`src/rtl/core/stlhc_pkg.sv`:
```
// ----------------------------------------------------------------------------
// stlhc_pkg
// Types, register indexes and reset values of the light hill-climb tracker.
// ----------------------------------------------------------------------------
package stlhc_pkg;

    // Fixed field widths
    localparam int STEP_WIDTH      = 8;
    localparam int CFG_INDEX_WIDTH = 3;

    // Configuration register indexes
    localparam logic [CFG_INDEX_WIDTH-1:0] REG_STEP_SIZE        = 3'd0;
    localparam logic [CFG_INDEX_WIDTH-1:0] REG_DUTY_LOW_LIMIT   = 3'd1;
    localparam logic [CFG_INDEX_WIDTH-1:0] REG_DUTY_HIGH_LIMIT  = 3'd2;
    localparam logic [CFG_INDEX_WIDTH-1:0] REG_DUTY_CENTER      = 3'd3;
    localparam logic [CFG_INDEX_WIDTH-1:0] REG_OFF_CENTER_LIMIT = 3'd4;

    // Reset values, cut to the duty width where used
    localparam logic [STEP_WIDTH-1:0] STEP_SIZE_RST        = 8'd50;
    localparam logic [15:0]           DUTY_LOW_LIMIT_RST   = 16'd700;
    localparam logic [15:0]           DUTY_HIGH_LIMIT_RST  = 16'd2200;
    localparam logic [15:0]           DUTY_CENTER_RST      = 16'd1450;
    localparam logic [15:0]           OFF_CENTER_LIMIT_RST = 16'd200;

    // Request codes
    localparam logic REQ_SAMPLE   = 1'b0;
    localparam logic REQ_RECENTER = 1'b1;

    // Search phase
    typedef enum logic [2:0] {
        PH_IDLE     = 3'd0,
        PH_UP_FIRST = 3'd1,
        PH_UP       = 3'd2,
        PH_DOWN_REF = 3'd3,
        PH_DOWN     = 3'd4
    } t_phase;

    // Duty move chosen for a sample
    typedef enum logic [1:0] {
        ACT_NONE,
        ACT_UP,
        ACT_DOWN
    } t_act;

    // Sequencer states
    typedef enum logic [3:0] {
        SQ_IDLE,
        SQ_STEP,
        SQ_CLAMP,
        SQ_DIFF,
        SQ_ABS,
        SQ_DIV,
        SQ_REDUCE,
        SQ_OFF_DIFF,
        SQ_OFF_ABS,
        SQ_OFF_CMP,
        SQ_LOAD
    } t_seq;

    // Shared adder operation
    typedef enum logic {
        ALU_ADD,
        ALU_SUB
    } t_alu_op;

endpackage

```
`src/rtl/core/stlhc_alu.sv`:
```
// ----------------------------------------------------------------------------
// stlhc_alu
// Shared two's complement add/subtract unit of the tracker sequencer.
// ----------------------------------------------------------------------------
module stlhc_alu #(
    parameter int WIDTH = 14
) (
    input  logic [WIDTH-1:0] i_a,
    input  stlhc_pkg::t_alu_op i_op,
    input  logic [WIDTH-1:0] i_b,
    output logic [WIDTH-1:0] o_res
);

    // Add or subtract, result wraps at WIDTH bits
    always_comb begin
        case (i_op)
            stlhc_pkg::ALU_SUB: o_res = i_a - i_b;
            default:            o_res = i_a + i_b;
        endcase
    end

endmodule

```
`src/rtl/core/servo_light_hill_climb_tracker_core.sv`:
```
// A sample that ends the search runs the off-center checks and the load step; one
// that moves the duty first steps and clamps it. A recenter divides its offset from
// center by the step (restoring divider, one bit per cycle, skipped for a zero step)
// and reduces the duty. One item at a time, the next taken the cycle after loading.
// A stalled result holds the sequencer in its load step until the output frees up.
// Reset (synchronous, active low) restores register defaults, idle phase, center duty.
// ----------------------------------------------------------------------------
// servo_light_hill_climb_tracker_core
// Hill-climb duty tracker built around one shared adder and a small sequencer.
// ----------------------------------------------------------------------------
module servo_light_hill_climb_tracker_core #(
    parameter int DUTY_WIDTH   = 12,
    parameter int SAMPLE_WIDTH = 10
) (
    input  logic                                   i_clk,
    input  logic                                   i_rst_n,
    // configuration write port
    input  logic                                   i_cfg_wr_en,
    input  logic [stlhc_pkg::CFG_INDEX_WIDTH-1:0]  i_cfg_index,
    input  logic [DUTY_WIDTH-1:0]                  i_cfg_data,
    // input channel
    input  logic                                   i_in_valid,
    output logic                                   o_in_stall,
    input  logic                                   i_req_type,
    input  logic [SAMPLE_WIDTH-1:0]                i_light_sample,
    // output channel
    output logic                                   o_out_valid,
    input  logic                                   i_out_stall,
    output logic [DUTY_WIDTH-1:0]                  o_duty_command,
    output logic                                   o_search_done,
    output logic [DUTY_WIDTH-1:0]                  o_turn_steps,
    output logic                                   o_turn_left,
    output logic                                   o_off_center
);

    localparam int SW    = stlhc_pkg::STEP_WIDTH;
    localparam int AW    = DUTY_WIDTH + 2;
    localparam int CNT_W = $clog2(DUTY_WIDTH);

    // Configuration registers
    logic [SW-1:0]         r_step_size;
    logic [DUTY_WIDTH-1:0] r_low_limit;
    logic [DUTY_WIDTH-1:0] r_high_limit;
    logic [DUTY_WIDTH-1:0] r_center;
    logic [DUTY_WIDTH-1:0] r_off_limit;

    // Tracker state
    stlhc_pkg::t_phase       r_phase, n_phase;
    logic [DUTY_WIDTH-1:0]   r_duty;
    logic [SAMPLE_WIDTH-1:0] r_ref, n_ref;

    // Sequencer and working registers
    stlhc_pkg::t_seq       r_state, n_state;
    stlhc_pkg::t_act       r_act, n_act;
    logic                  r_req;
    logic                  r_done, n_done;
    logic [AW-1:0]         r_acc;
    logic [SW-1:0]         r_rem;
    logic [DUTY_WIDTH-1:0] r_quo;
    logic                  r_neg;
    logic                  r_off;
    logic [CNT_W-1:0]      r_cnt;

    // Output register
    logic                  r_out_valid;
    logic [DUTY_WIDTH-1:0] r_out_duty;
    logic                  r_out_done;
    logic [DUTY_WIDTH-1:0] r_out_turn;
    logic                  r_out_left;
    logic                  r_out_off;

    // Shared adder
    logic [AW-1:0]       alu_a, alu_b, alu_res;
    stlhc_pkg::t_alu_op  alu_op;
    logic                alu_neg;

    logic in_xfer, out_free, step_zero, brighter;
    logic [SW:0] div_shift;

    assign in_xfer   = i_in_valid && (r_state == stlhc_pkg::SQ_IDLE);
    assign out_free  = !r_out_valid || !i_out_stall;
    assign step_zero = (r_step_size == '0);
    assign brighter  = r_ref < i_light_sample;
    assign alu_neg   = alu_res[AW-1];
    assign div_shift = {r_rem, r_quo[DUTY_WIDTH-1]};

    stlhc_alu #(.WIDTH(AW)) u_alu (
        .i_a   (alu_a),
        .i_op  (alu_op),
        .i_b   (alu_b),
        .o_res (alu_res)
    );

    // Decode the phase move for an incoming item
    always_comb begin
        n_phase = r_phase;
        n_ref   = r_ref;
        n_act   = stlhc_pkg::ACT_NONE;
        n_done  = 1'b0;
        if (i_req_type == stlhc_pkg::REQ_RECENTER) begin
            n_phase = stlhc_pkg::PH_IDLE;
        end else begin
            case (r_phase)
                stlhc_pkg::PH_UP_FIRST: begin
                    if (brighter) begin
                        n_ref   = i_light_sample;
                        n_act   = stlhc_pkg::ACT_UP;
                        n_phase = stlhc_pkg::PH_UP;
                    end else begin
                        n_act   = stlhc_pkg::ACT_DOWN;
                        n_phase = stlhc_pkg::PH_DOWN_REF;
                    end
                end
                stlhc_pkg::PH_UP: begin
                    if (brighter) begin
                        n_ref = i_light_sample;
                        n_act = stlhc_pkg::ACT_UP;
                    end else begin
                        n_done  = 1'b1;
                        n_phase = stlhc_pkg::PH_IDLE;
                    end
                end
                stlhc_pkg::PH_DOWN_REF: begin
                    n_ref   = i_light_sample;
                    n_act   = stlhc_pkg::ACT_DOWN;
                    n_phase = stlhc_pkg::PH_DOWN;
                end
                stlhc_pkg::PH_DOWN: begin
                    if (brighter) begin
                        n_ref = i_light_sample;
                        n_act = stlhc_pkg::ACT_DOWN;
                    end else begin
                        n_done  = 1'b1;
                        n_phase = stlhc_pkg::PH_IDLE;
                    end
                end
                default: begin
                    n_ref   = i_light_sample;
                    n_act   = stlhc_pkg::ACT_UP;
                    n_phase = stlhc_pkg::PH_UP_FIRST;
                end
            endcase
        end
    end

    // Sequencer next state
    always_comb begin
        n_state = r_state;
        case (r_state)
            stlhc_pkg::SQ_IDLE: begin
                if (in_xfer) begin
                    if (i_req_type == stlhc_pkg::REQ_RECENTER) begin
                        n_state = stlhc_pkg::SQ_DIFF;
                    end else if (n_act == stlhc_pkg::ACT_NONE) begin
                        n_state = stlhc_pkg::SQ_OFF_DIFF;
                    end else begin
                        n_state = stlhc_pkg::SQ_STEP;
                    end
                end
            end
            stlhc_pkg::SQ_STEP:     n_state = stlhc_pkg::SQ_CLAMP;
            stlhc_pkg::SQ_CLAMP:    n_state = stlhc_pkg::SQ_OFF_DIFF;
            stlhc_pkg::SQ_DIFF:     n_state = stlhc_pkg::SQ_ABS;
            stlhc_pkg::SQ_ABS: begin
                n_state = step_zero ? stlhc_pkg::SQ_REDUCE : stlhc_pkg::SQ_DIV;
            end
            stlhc_pkg::SQ_DIV: begin
                if (r_cnt == '0) begin
                    n_state = stlhc_pkg::SQ_REDUCE;
                end
            end
            stlhc_pkg::SQ_REDUCE:   n_state = stlhc_pkg::SQ_OFF_DIFF;
            stlhc_pkg::SQ_OFF_DIFF: n_state = stlhc_pkg::SQ_OFF_ABS;
            stlhc_pkg::SQ_OFF_ABS:  n_state = stlhc_pkg::SQ_OFF_CMP;
            stlhc_pkg::SQ_OFF_CMP:  n_state = stlhc_pkg::SQ_LOAD;
            stlhc_pkg::SQ_LOAD: begin
                if (out_free) begin
                    n_state = stlhc_pkg::SQ_IDLE;
                end
            end
            default: n_state = stlhc_pkg::SQ_IDLE;
        endcase
    end

    // Steer the shared adder for each sequencer step
    always_comb begin
        alu_a  = '0;
        alu_b  = '0;
        alu_op = stlhc_pkg::ALU_ADD;
        case (r_state)
            stlhc_pkg::SQ_STEP: begin
                alu_a  = {2'b00, r_duty};
                alu_b  = {{(AW-SW){1'b0}}, r_step_size};
                alu_op = (r_act == stlhc_pkg::ACT_UP) ? stlhc_pkg::ALU_ADD
                                                      : stlhc_pkg::ALU_SUB;
            end
            stlhc_pkg::SQ_CLAMP: begin
                alu_op = stlhc_pkg::ALU_SUB;
                if (r_act == stlhc_pkg::ACT_UP) begin
                    alu_a = r_acc;
                    alu_b = {2'b00, r_high_limit};
                end else begin
                    alu_a = {2'b00, r_low_limit};
                    alu_b = r_acc;
                end
            end
            stlhc_pkg::SQ_DIFF, stlhc_pkg::SQ_OFF_DIFF: begin
                alu_a  = {2'b00, r_duty};
                alu_b  = {2'b00, r_center};
                alu_op = stlhc_pkg::ALU_SUB;
            end
            stlhc_pkg::SQ_ABS, stlhc_pkg::SQ_OFF_ABS: begin
                if (r_acc[AW-1]) begin
                    alu_b  = r_acc;
                    alu_op = stlhc_pkg::ALU_SUB;
                end else begin
                    alu_a = r_acc;
                end
            end
            stlhc_pkg::SQ_DIV: begin
                alu_a  = {{(AW-SW-1){1'b0}}, div_shift};
                alu_b  = {{(AW-SW){1'b0}}, r_step_size};
                alu_op = stlhc_pkg::ALU_SUB;
            end
            stlhc_pkg::SQ_REDUCE: begin
                alu_a  = {2'b00, r_center};
                alu_b  = step_zero ? r_acc : {{(AW-SW){1'b0}}, r_rem};
                alu_op = r_neg ? stlhc_pkg::ALU_SUB : stlhc_pkg::ALU_ADD;
            end
            stlhc_pkg::SQ_OFF_CMP: begin
                alu_a  = {2'b00, r_off_limit};
                alu_b  = r_acc;
                alu_op = stlhc_pkg::ALU_SUB;
            end
            default: begin
                alu_op = stlhc_pkg::ALU_ADD;
            end
        endcase
    end

    // Control and tracker state
    always_ff @(posedge i_clk) begin
        if (!i_rst_n) begin
            r_state      <= stlhc_pkg::SQ_IDLE;
            r_phase      <= stlhc_pkg::PH_IDLE;
            r_duty       <= stlhc_pkg::DUTY_CENTER_RST[DUTY_WIDTH-1:0];
            r_ref        <= '0;
            r_out_valid  <= 1'b0;
            r_step_size  <= stlhc_pkg::STEP_SIZE_RST;
            r_low_limit  <= stlhc_pkg::DUTY_LOW_LIMIT_RST[DUTY_WIDTH-1:0];
            r_high_limit <= stlhc_pkg::DUTY_HIGH_LIMIT_RST[DUTY_WIDTH-1:0];
            r_center     <= stlhc_pkg::DUTY_CENTER_RST[DUTY_WIDTH-1:0];
            r_off_limit  <= stlhc_pkg::OFF_CENTER_LIMIT_RST[DUTY_WIDTH-1:0];
        end else begin
            r_state <= n_state;

            // write configuration
            if (i_cfg_wr_en) begin
                case (i_cfg_index)
                    stlhc_pkg::REG_STEP_SIZE:        r_step_size  <= i_cfg_data[SW-1:0];
                    stlhc_pkg::REG_DUTY_LOW_LIMIT:   r_low_limit  <= i_cfg_data;
                    stlhc_pkg::REG_DUTY_HIGH_LIMIT:  r_high_limit <= i_cfg_data;
                    stlhc_pkg::REG_DUTY_CENTER:      r_center     <= i_cfg_data;
                    stlhc_pkg::REG_OFF_CENTER_LIMIT: r_off_limit  <= i_cfg_data;
                    default: ;
                endcase
            end

            // advance phase and reference on transfer
            if (in_xfer) begin
                r_phase <= n_phase;
                r_ref   <= n_ref;
            end

            // take the clamped or reduced duty
            if (r_state == stlhc_pkg::SQ_CLAMP) begin
                if (!alu_neg) begin
                    r_duty <= (r_act == stlhc_pkg::ACT_UP) ? r_high_limit : r_low_limit;
                end else begin
                    r_duty <= r_acc[DUTY_WIDTH-1:0];
                end
            end
            if (r_state == stlhc_pkg::SQ_REDUCE) begin
                r_duty <= alu_res[DUTY_WIDTH-1:0];
            end

            // output register: drop on transfer, load when free
            if (r_state == stlhc_pkg::SQ_LOAD && out_free) begin
                r_out_valid <= 1'b1;
            end else if (!i_out_stall) begin
                r_out_valid <= 1'b0;
            end
        end
    end

    // Working registers
    always_ff @(posedge i_clk) begin
        case (r_state)
            stlhc_pkg::SQ_IDLE: begin
                if (in_xfer) begin
                    r_req  <= i_req_type;
                    r_act  <= n_act;
                    r_done <= n_done;
                end
            end
            stlhc_pkg::SQ_STEP, stlhc_pkg::SQ_DIFF, stlhc_pkg::SQ_OFF_DIFF,
            stlhc_pkg::SQ_OFF_ABS: begin
                r_acc <= alu_res;
            end
            stlhc_pkg::SQ_ABS: begin
                r_acc <= alu_res;
                r_neg <= r_acc[AW-1];
                r_quo <= alu_res[DUTY_WIDTH-1:0];
                r_rem <= '0;
                r_cnt <= CNT_W'(DUTY_WIDTH - 1);
            end
            stlhc_pkg::SQ_DIV: begin
                // restoring division, one quotient bit per cycle
                r_rem <= alu_neg ? div_shift[SW-1:0] : alu_res[SW-1:0];
                r_quo <= {r_quo[DUTY_WIDTH-2:0], !alu_neg};
                r_cnt <= r_cnt - 1'b1;
            end
            stlhc_pkg::SQ_REDUCE: begin
                if (step_zero) begin
                    r_quo <= '0;
                end
            end
            stlhc_pkg::SQ_OFF_CMP: begin
                r_off <= alu_neg;
            end
            default: ;
        endcase

        // load the result
        if (r_state == stlhc_pkg::SQ_LOAD && out_free) begin
            r_out_duty <= r_req ? r_center : r_duty;
            r_out_done <= r_done;
            r_out_turn <= r_req ? r_quo : '0;
            r_out_left <= r_req && !r_neg && (r_quo != '0);
            r_out_off  <= r_off;
        end
    end

    assign o_in_stall     = (r_state != stlhc_pkg::SQ_IDLE);
    assign o_out_valid    = r_out_valid;
    assign o_duty_command = r_out_duty;
    assign o_search_done  = r_out_done;
    assign o_turn_steps   = r_out_turn;
    assign o_turn_left    = r_out_left;
    assign o_off_center   = r_out_off;

endmodule

```
`config.mk`:
```
export PLATFORM = sky130hd
export DESIGN_NAME = servo_light_hill_climb_tracker_core
export DESIGN_NICKNAME = d
export VERILOG_FILES = /design/src/rtl/core/stlhc_pkg.sv /design/src/rtl/core/stlhc_alu.sv /design/src/rtl/core/servo_light_hill_climb_tracker_core.sv
export SDC_FILE = /design/constraint.sdc
export NUM_CORES = 1
export LEC_CHECK = 0
export BUFFER_PORTS_ARGS = -buffer_cell sky130_fd_sc_hd__buf_2
export CORE_AREA = 2 2 110 139
export CTS_CLUSTER_SIZE = 28
export DETAILED_ROUTE_END_ITERATION = 16
export DIE_AREA = 0 0 112 141
export PLACE_DENSITY = 0.81
export REMOVE_ABC_BUFFERS = 1
export SYNTH_ARGS = -nofsm -noshare
export SYNTH_HDL_FRONTEND = slang
export SYNTH_SLANG_ARGS = --single-unit
```
`constraint.sdc`:
```
create_clock -name i_clk -period 5.3 [get_ports i_clk]
set_clock_uncertainty 0.15 [all_clocks]
set_input_delay 1.06 -clock i_clk [delete_from_list [all_inputs] [get_ports i_clk]]
set_output_delay 1.06 -clock i_clk [all_outputs]
set_load 0.005 [all_outputs]
```
==> results.md <==
Global route:
- The global-route usage over all layers is between 20% and 30%.
- Entering global routing, the biggest net connects between 50 and 60 pins.
- The number of antenna violations at the first check in global routing is 0.
- The via count of the first global-routing pass came to between 6000 and 7000.
- The first global-routing pass estimated roughly 37000 um of wire.
- After global routing the overflow that remains totals 0.

Worst setup path:
- The maximum single-stage delay on the critical path is between 400 and 500 ps.
- The slowest stage of the critical path belongs to the cell dfxtp_2.
- In this design, the largest share of critical-path delay is due to compound AO/OA/AOI/OAI gates.
- The critical path contains buffers and inverters numbering 2 combined.
- At the worst endpoint, the required time is about 5500 ps.
- The element type at the critical path end is a flop.
- The peak fanout along the critical path is 15.
- The critical path start-end classification is reg -> reg.
- The worst path arrival time is about 5100 ps.
- The critical path goes through or3b_1, a221oi_2, or3b_1, a21o_1, inv_1, ha_1, nor2_1, a21o_1, ha_1, nor2b_1, o31a_1, o21ai_1, a21oi_1, o311a_1, o21ai_2, xnor2_4, buf_4, a2111oi_0, o31ai_1.
- The worst register-to-register path ends at r_duty[9].
- The critical path crosses 19 cells after its start point.
- The critical register-to-register path startpoint is r_state[2].
- The worst register-to-register path has a setup slack of about 330 ps.
- The worst setup path is launched from a flop.
- Measured in cells, the most critical reg-to-reg path has a length of 19.

Logic synthesis:
- The average instance area after synthesis is approximately 9 um^2.
- Counting every instance in the synthesized netlist gives 952.
- Counting flops and latches in the post-synthesis netlist gives about 160.
- The cell taking the most area after synthesis is edfxtp_1.
- The share of synthesized cell area in full adder, half adder and majority cells is approximately 3.9%.
- Of all flip-flops after synthesis, the portion carrying an async set or reset was 0%.
- Ranked by total cell area, the synthesized netlist is headed by edfxtp_1, dfxtp_1, nand2_1.
- The share of the synthesized area in the top cell type is between 20% and 30%.
- The multiplexer area fraction after synthesis is under 10%.
- After synthesis, the largest family of logic cells by area is simple AND/OR/NAND/NOR gates.
- Sorting the synthesized cells by how often they occur yields nand2_1, dfxtp_1, a21oi_1, edfxtp_1, nor2_1.
- The dominant synthesized flop cell is dfxtp_1.
- The count of cell types in the netlist is just over 70.
- The mapped netlist covers 8580 um^2.
- Sequential elements use between 40% and 50% of the synthesized area.
- The most used standard cell by instance count after synthesis is nand2_1.
- The compound-gate portion of the synthesized area is between 10% and 20%.
- Of the total synthesized cell area, the portion taken by XOR and XNOR cells is 2.86%.
- For this run, the number of Yosys warnings is 0.
- Summing the areas of all and, or, nand and nor instances in the mapped netlist gives a little over a fifth of the synthesized area.
- The number of flops mapped to enable cells by yosys is between 70 and 80.

Die:
- The die is 141 um tall.
- In this run the standard cell core region covers ~15000 um^2.
- The row count is 50.
- The die covers between 15000 and 20000 um^2.
- For this configuration, the core starts out at a cell density of 58.6%.
- The die is 112 um wide.
- The count of pins on the block boundary is 60.

STA:
- The final critical-path setup slack is ~330 ps.
- The post-route minimum period is roughly 5000 ps.
- Setup repair after global routing left no endpoint under its margin.
- Adding up every negative setup slack in the final design gives 0 ps.
- Static timing analysis puts the maximum clock frequency at just over 200 MHz.
- The total count of hold-check failures in the final report is 0.
- The worst hold slack after final layout is 290 ps.
- The total count of max-transition violations in the final report is 0.
- The count of final setup violators is 0.
- The transition time of the tightest slew-check pin is roughly 1200 ps.
- The final worst-path cycle share is ~94%.
- In this run the tightest slew margin relative to its limit is 20.8%.

Power:
- Dividing total power by cell area gives a power density of between 700 and 800 nW/um^2.
- The leakage power of the design is between 3 and 4 nW.
- The worst IR drop on VDD is a little over 0.0004 V.
- The overall power consumption is between 6 and 7 mW.

Hold path:
- The class of the most critical hold timing path is reg -> reg.
- The endpoint of the worst hold path is o_search_done.
- The hold path startpoint is r_done.
- The worst hold path passes through 0 cells.

Clock network:
- The root buffer cell is clkbuf_16.
- The clock passes through at most 2 buffers.
- The number of sinks on the clock net is approximately 160.
- The clock network latency to the later pin of the worst-skew pair is between 400 and 500 ps.
- The buffers inserted during post-CTS setup optimization is 0.
- The number of clock buffers inserted by TritonCTS is 17.
- After clock tree synthesis, the clock-pin slew on the worst setup and hold paths is around 60 ps.
- The H-tree was split into 4 levels.
- TritonCTS built the clock tree.

Status:
- The run finished with clean final reports.

Finish:
- The number of antenna cells inserted is 0.
- Of the cells placed in the final design, the portion with a size suffix greater than 1 is between 10% and 20%.
- The signed area change from the synthesized netlist to the final layout is 13.0%.
- The final layout contains 1055 nets.
- The non-filler instance count after layout is between 1000 and 1500.

Placed design:
- The number of placed instances with taps included is approximately 1200.
- Detailed placement ended at an HPWL of 16500 um.
- The worst setup slack before clock tree synthesis is between 80 and 90 ps.
- The congestion estimate from routability-driven global placement came to about 1.1.
- The number of input and output port buffers inserted is 59.

Routing:
- Detailed routing placed a total of 2210 um of wire on met3.
- The ratio of routed vias to standard cells is 6.27.
- The detailed router used layers up to and including met4.
- The detailed-route wire length per cell is 19.3 um.
- The detailed router finished its first iteration with about 890 violations.
- Before antenna repair, the detailed router went through 6 iterations.
- The detailed-route wire length on metal 1 is just over 9000 um.
- The amount of wire on met2 after detailed routing is between 10000 and 15000 um.
- The count of nets left with antenna violations once routing finished came out at 0.
- For this run, design rule violations remaining after detail routing come to 0.
- The final route contains 7484 vias.
- The final wirelength is 23000 um.

Flow run:
- Max-cap violations in this run came to 0.
==> routing by layer <==
| metal | GRT usage [%] | up-vias |
|---|---|---|
| met2 | 47.3 | 404 |
| li1 | - | 3508 |
| met5 | 0 | - |
| met4 | 12.1 | 0 |
| met3 | 6.71 | 56 |
| met1 | 39.8 | 3516 |
==> worst max path at each step <==
stage,start,to,slack [ps]
finish,r_state[2],r_duty[9],330
global route,r_state[1],r_duty[9],10
CTS,r_state[2],r_duty[11],80
detailed placement,r_state[2],r_duty[11],90
global placement,r_state[2],r_rem[4],360
floorplan,r_state[1],r_duty[0],-420
==> registers in the layout, summed over array words and instances, names as in the netlist, 10 cells and up <==
| name | count |
|---|---|
| r_quo | 12 |
| r_center | 12 |
| r_high_limit | 12 |
| r_ref | 10 |
| r_acc | 14 |
| o_duty_command | 12 |
| o_turn_steps | 12 |
| r_off_limit | 12 |
| r_low_limit | 12 |
| r_duty | 12 |
==> where the power goes <==
group | switching [mW] | leakage [nW] | internal [mW]
clock network | 0.508 | 0.301 | 0.715
logic | 2.25 | 2.26 | 1.55
registers | 0.214 | 1.35 | 1.74
==> worst register-to-register path, stage by stage (launching register included) <==
cell and delay [ps]:
dfxtp_2 470, or3b_1 410, a221oi_2 290, or3b_1 200, a21o_1 220, inv_1 100, ha_1 290, nor2_1 40
a21o_1 190, ha_1 270, nor2b_1 150, o31a_1 260, o21ai_1 180, a21oi_1 130, o311a_1 350, o21ai_2 260
xnor2_4 190, buf_4 230, a2111oi_0 340, o31ai_1 150
==> metrics by stage <==
step | cell area, um^2 | util (%)
after global placement | 9080 | 62.1
final | 9690 | 66.2
after global routing | 9690 | 66.2
after floorplan | 8310 | -
after CTS | 9680 | 66.1
after detailed placement | 9080 | 62.1
==> what timing repair did <==
action / 4_1_cts / 5_1_grt
endpoints found under the setup margin: 0 / 18
gates resized for setup: 0 / 5
hold buffers: 0 / 0
endpoints found under the hold margin: 0 / 0
==> placed cells by master (no fill, tap or decap), types with 4 or more instances in the layout <==
| master | count |
|---|---|
| buf_4 | 27 |
| nor2b_1 | 6 |
| or2_2 | 4 |
| ha_1 | 24 |
| a22oi_1 | 18 |
| clkbuf_16 | 20 |
| buf_2 | 59 |
| dfxtp_1 | 84 |
| o21bai_1 | 4 |
| a221o_1 | 10 |
| mux2i_1 | 34 |
| nand2_1 | 197 |
| a21oi_1 | 70 |
| nor3b_1 | 4 |
| nor4_1 | 7 |
| and3_1 | 5 |
| xor2_1 | 11 |
| nor2_1 | 51 |
| nor3_1 | 8 |
| inv_6 | 5 |
| a31oi_1 | 8 |
| nand2b_1 | 16 |
| inv_1 | 32 |
| mux2_2 | 12 |
| edfxtp_1 | 71 |
| o21ai_0 | 25 |
| a22o_1 | 15 |
| nand3_1 | 42 |
| a211oi_1 | 4 |
| a21o_1 | 12 |
| o21ai_1 | 9 |
| and2_1 | 18 |
| nand4_1 | 14 |
| xnor2_1 | 12 |
| a211o_1 | 4 |
==> cells by family (layout without fill, tap and decap cells) <==
kind of cell,Yosys count,in the layout
muxes,46,46
DFF,157,157
adders and majority gates,26,26
AOI/OAI and AO/OA,217,217
and+or+nand+nor,388,388
buffers and inverters,93,153
xor gates and xnor gates,25,25
==> layout make-up <==
cell class / count / area (um^2)
clock buffers: 23 / 532
well taps: 182 / 228
flip-flops and latches: 157 / 3860
repair buffers: 87 / 518
clock inverters: 9 / 66.3
fillers: 1196 / 4950
multi-input cells: 702 / 4360
inverters: 34 / 128
(Power assumes the default switching activity.)
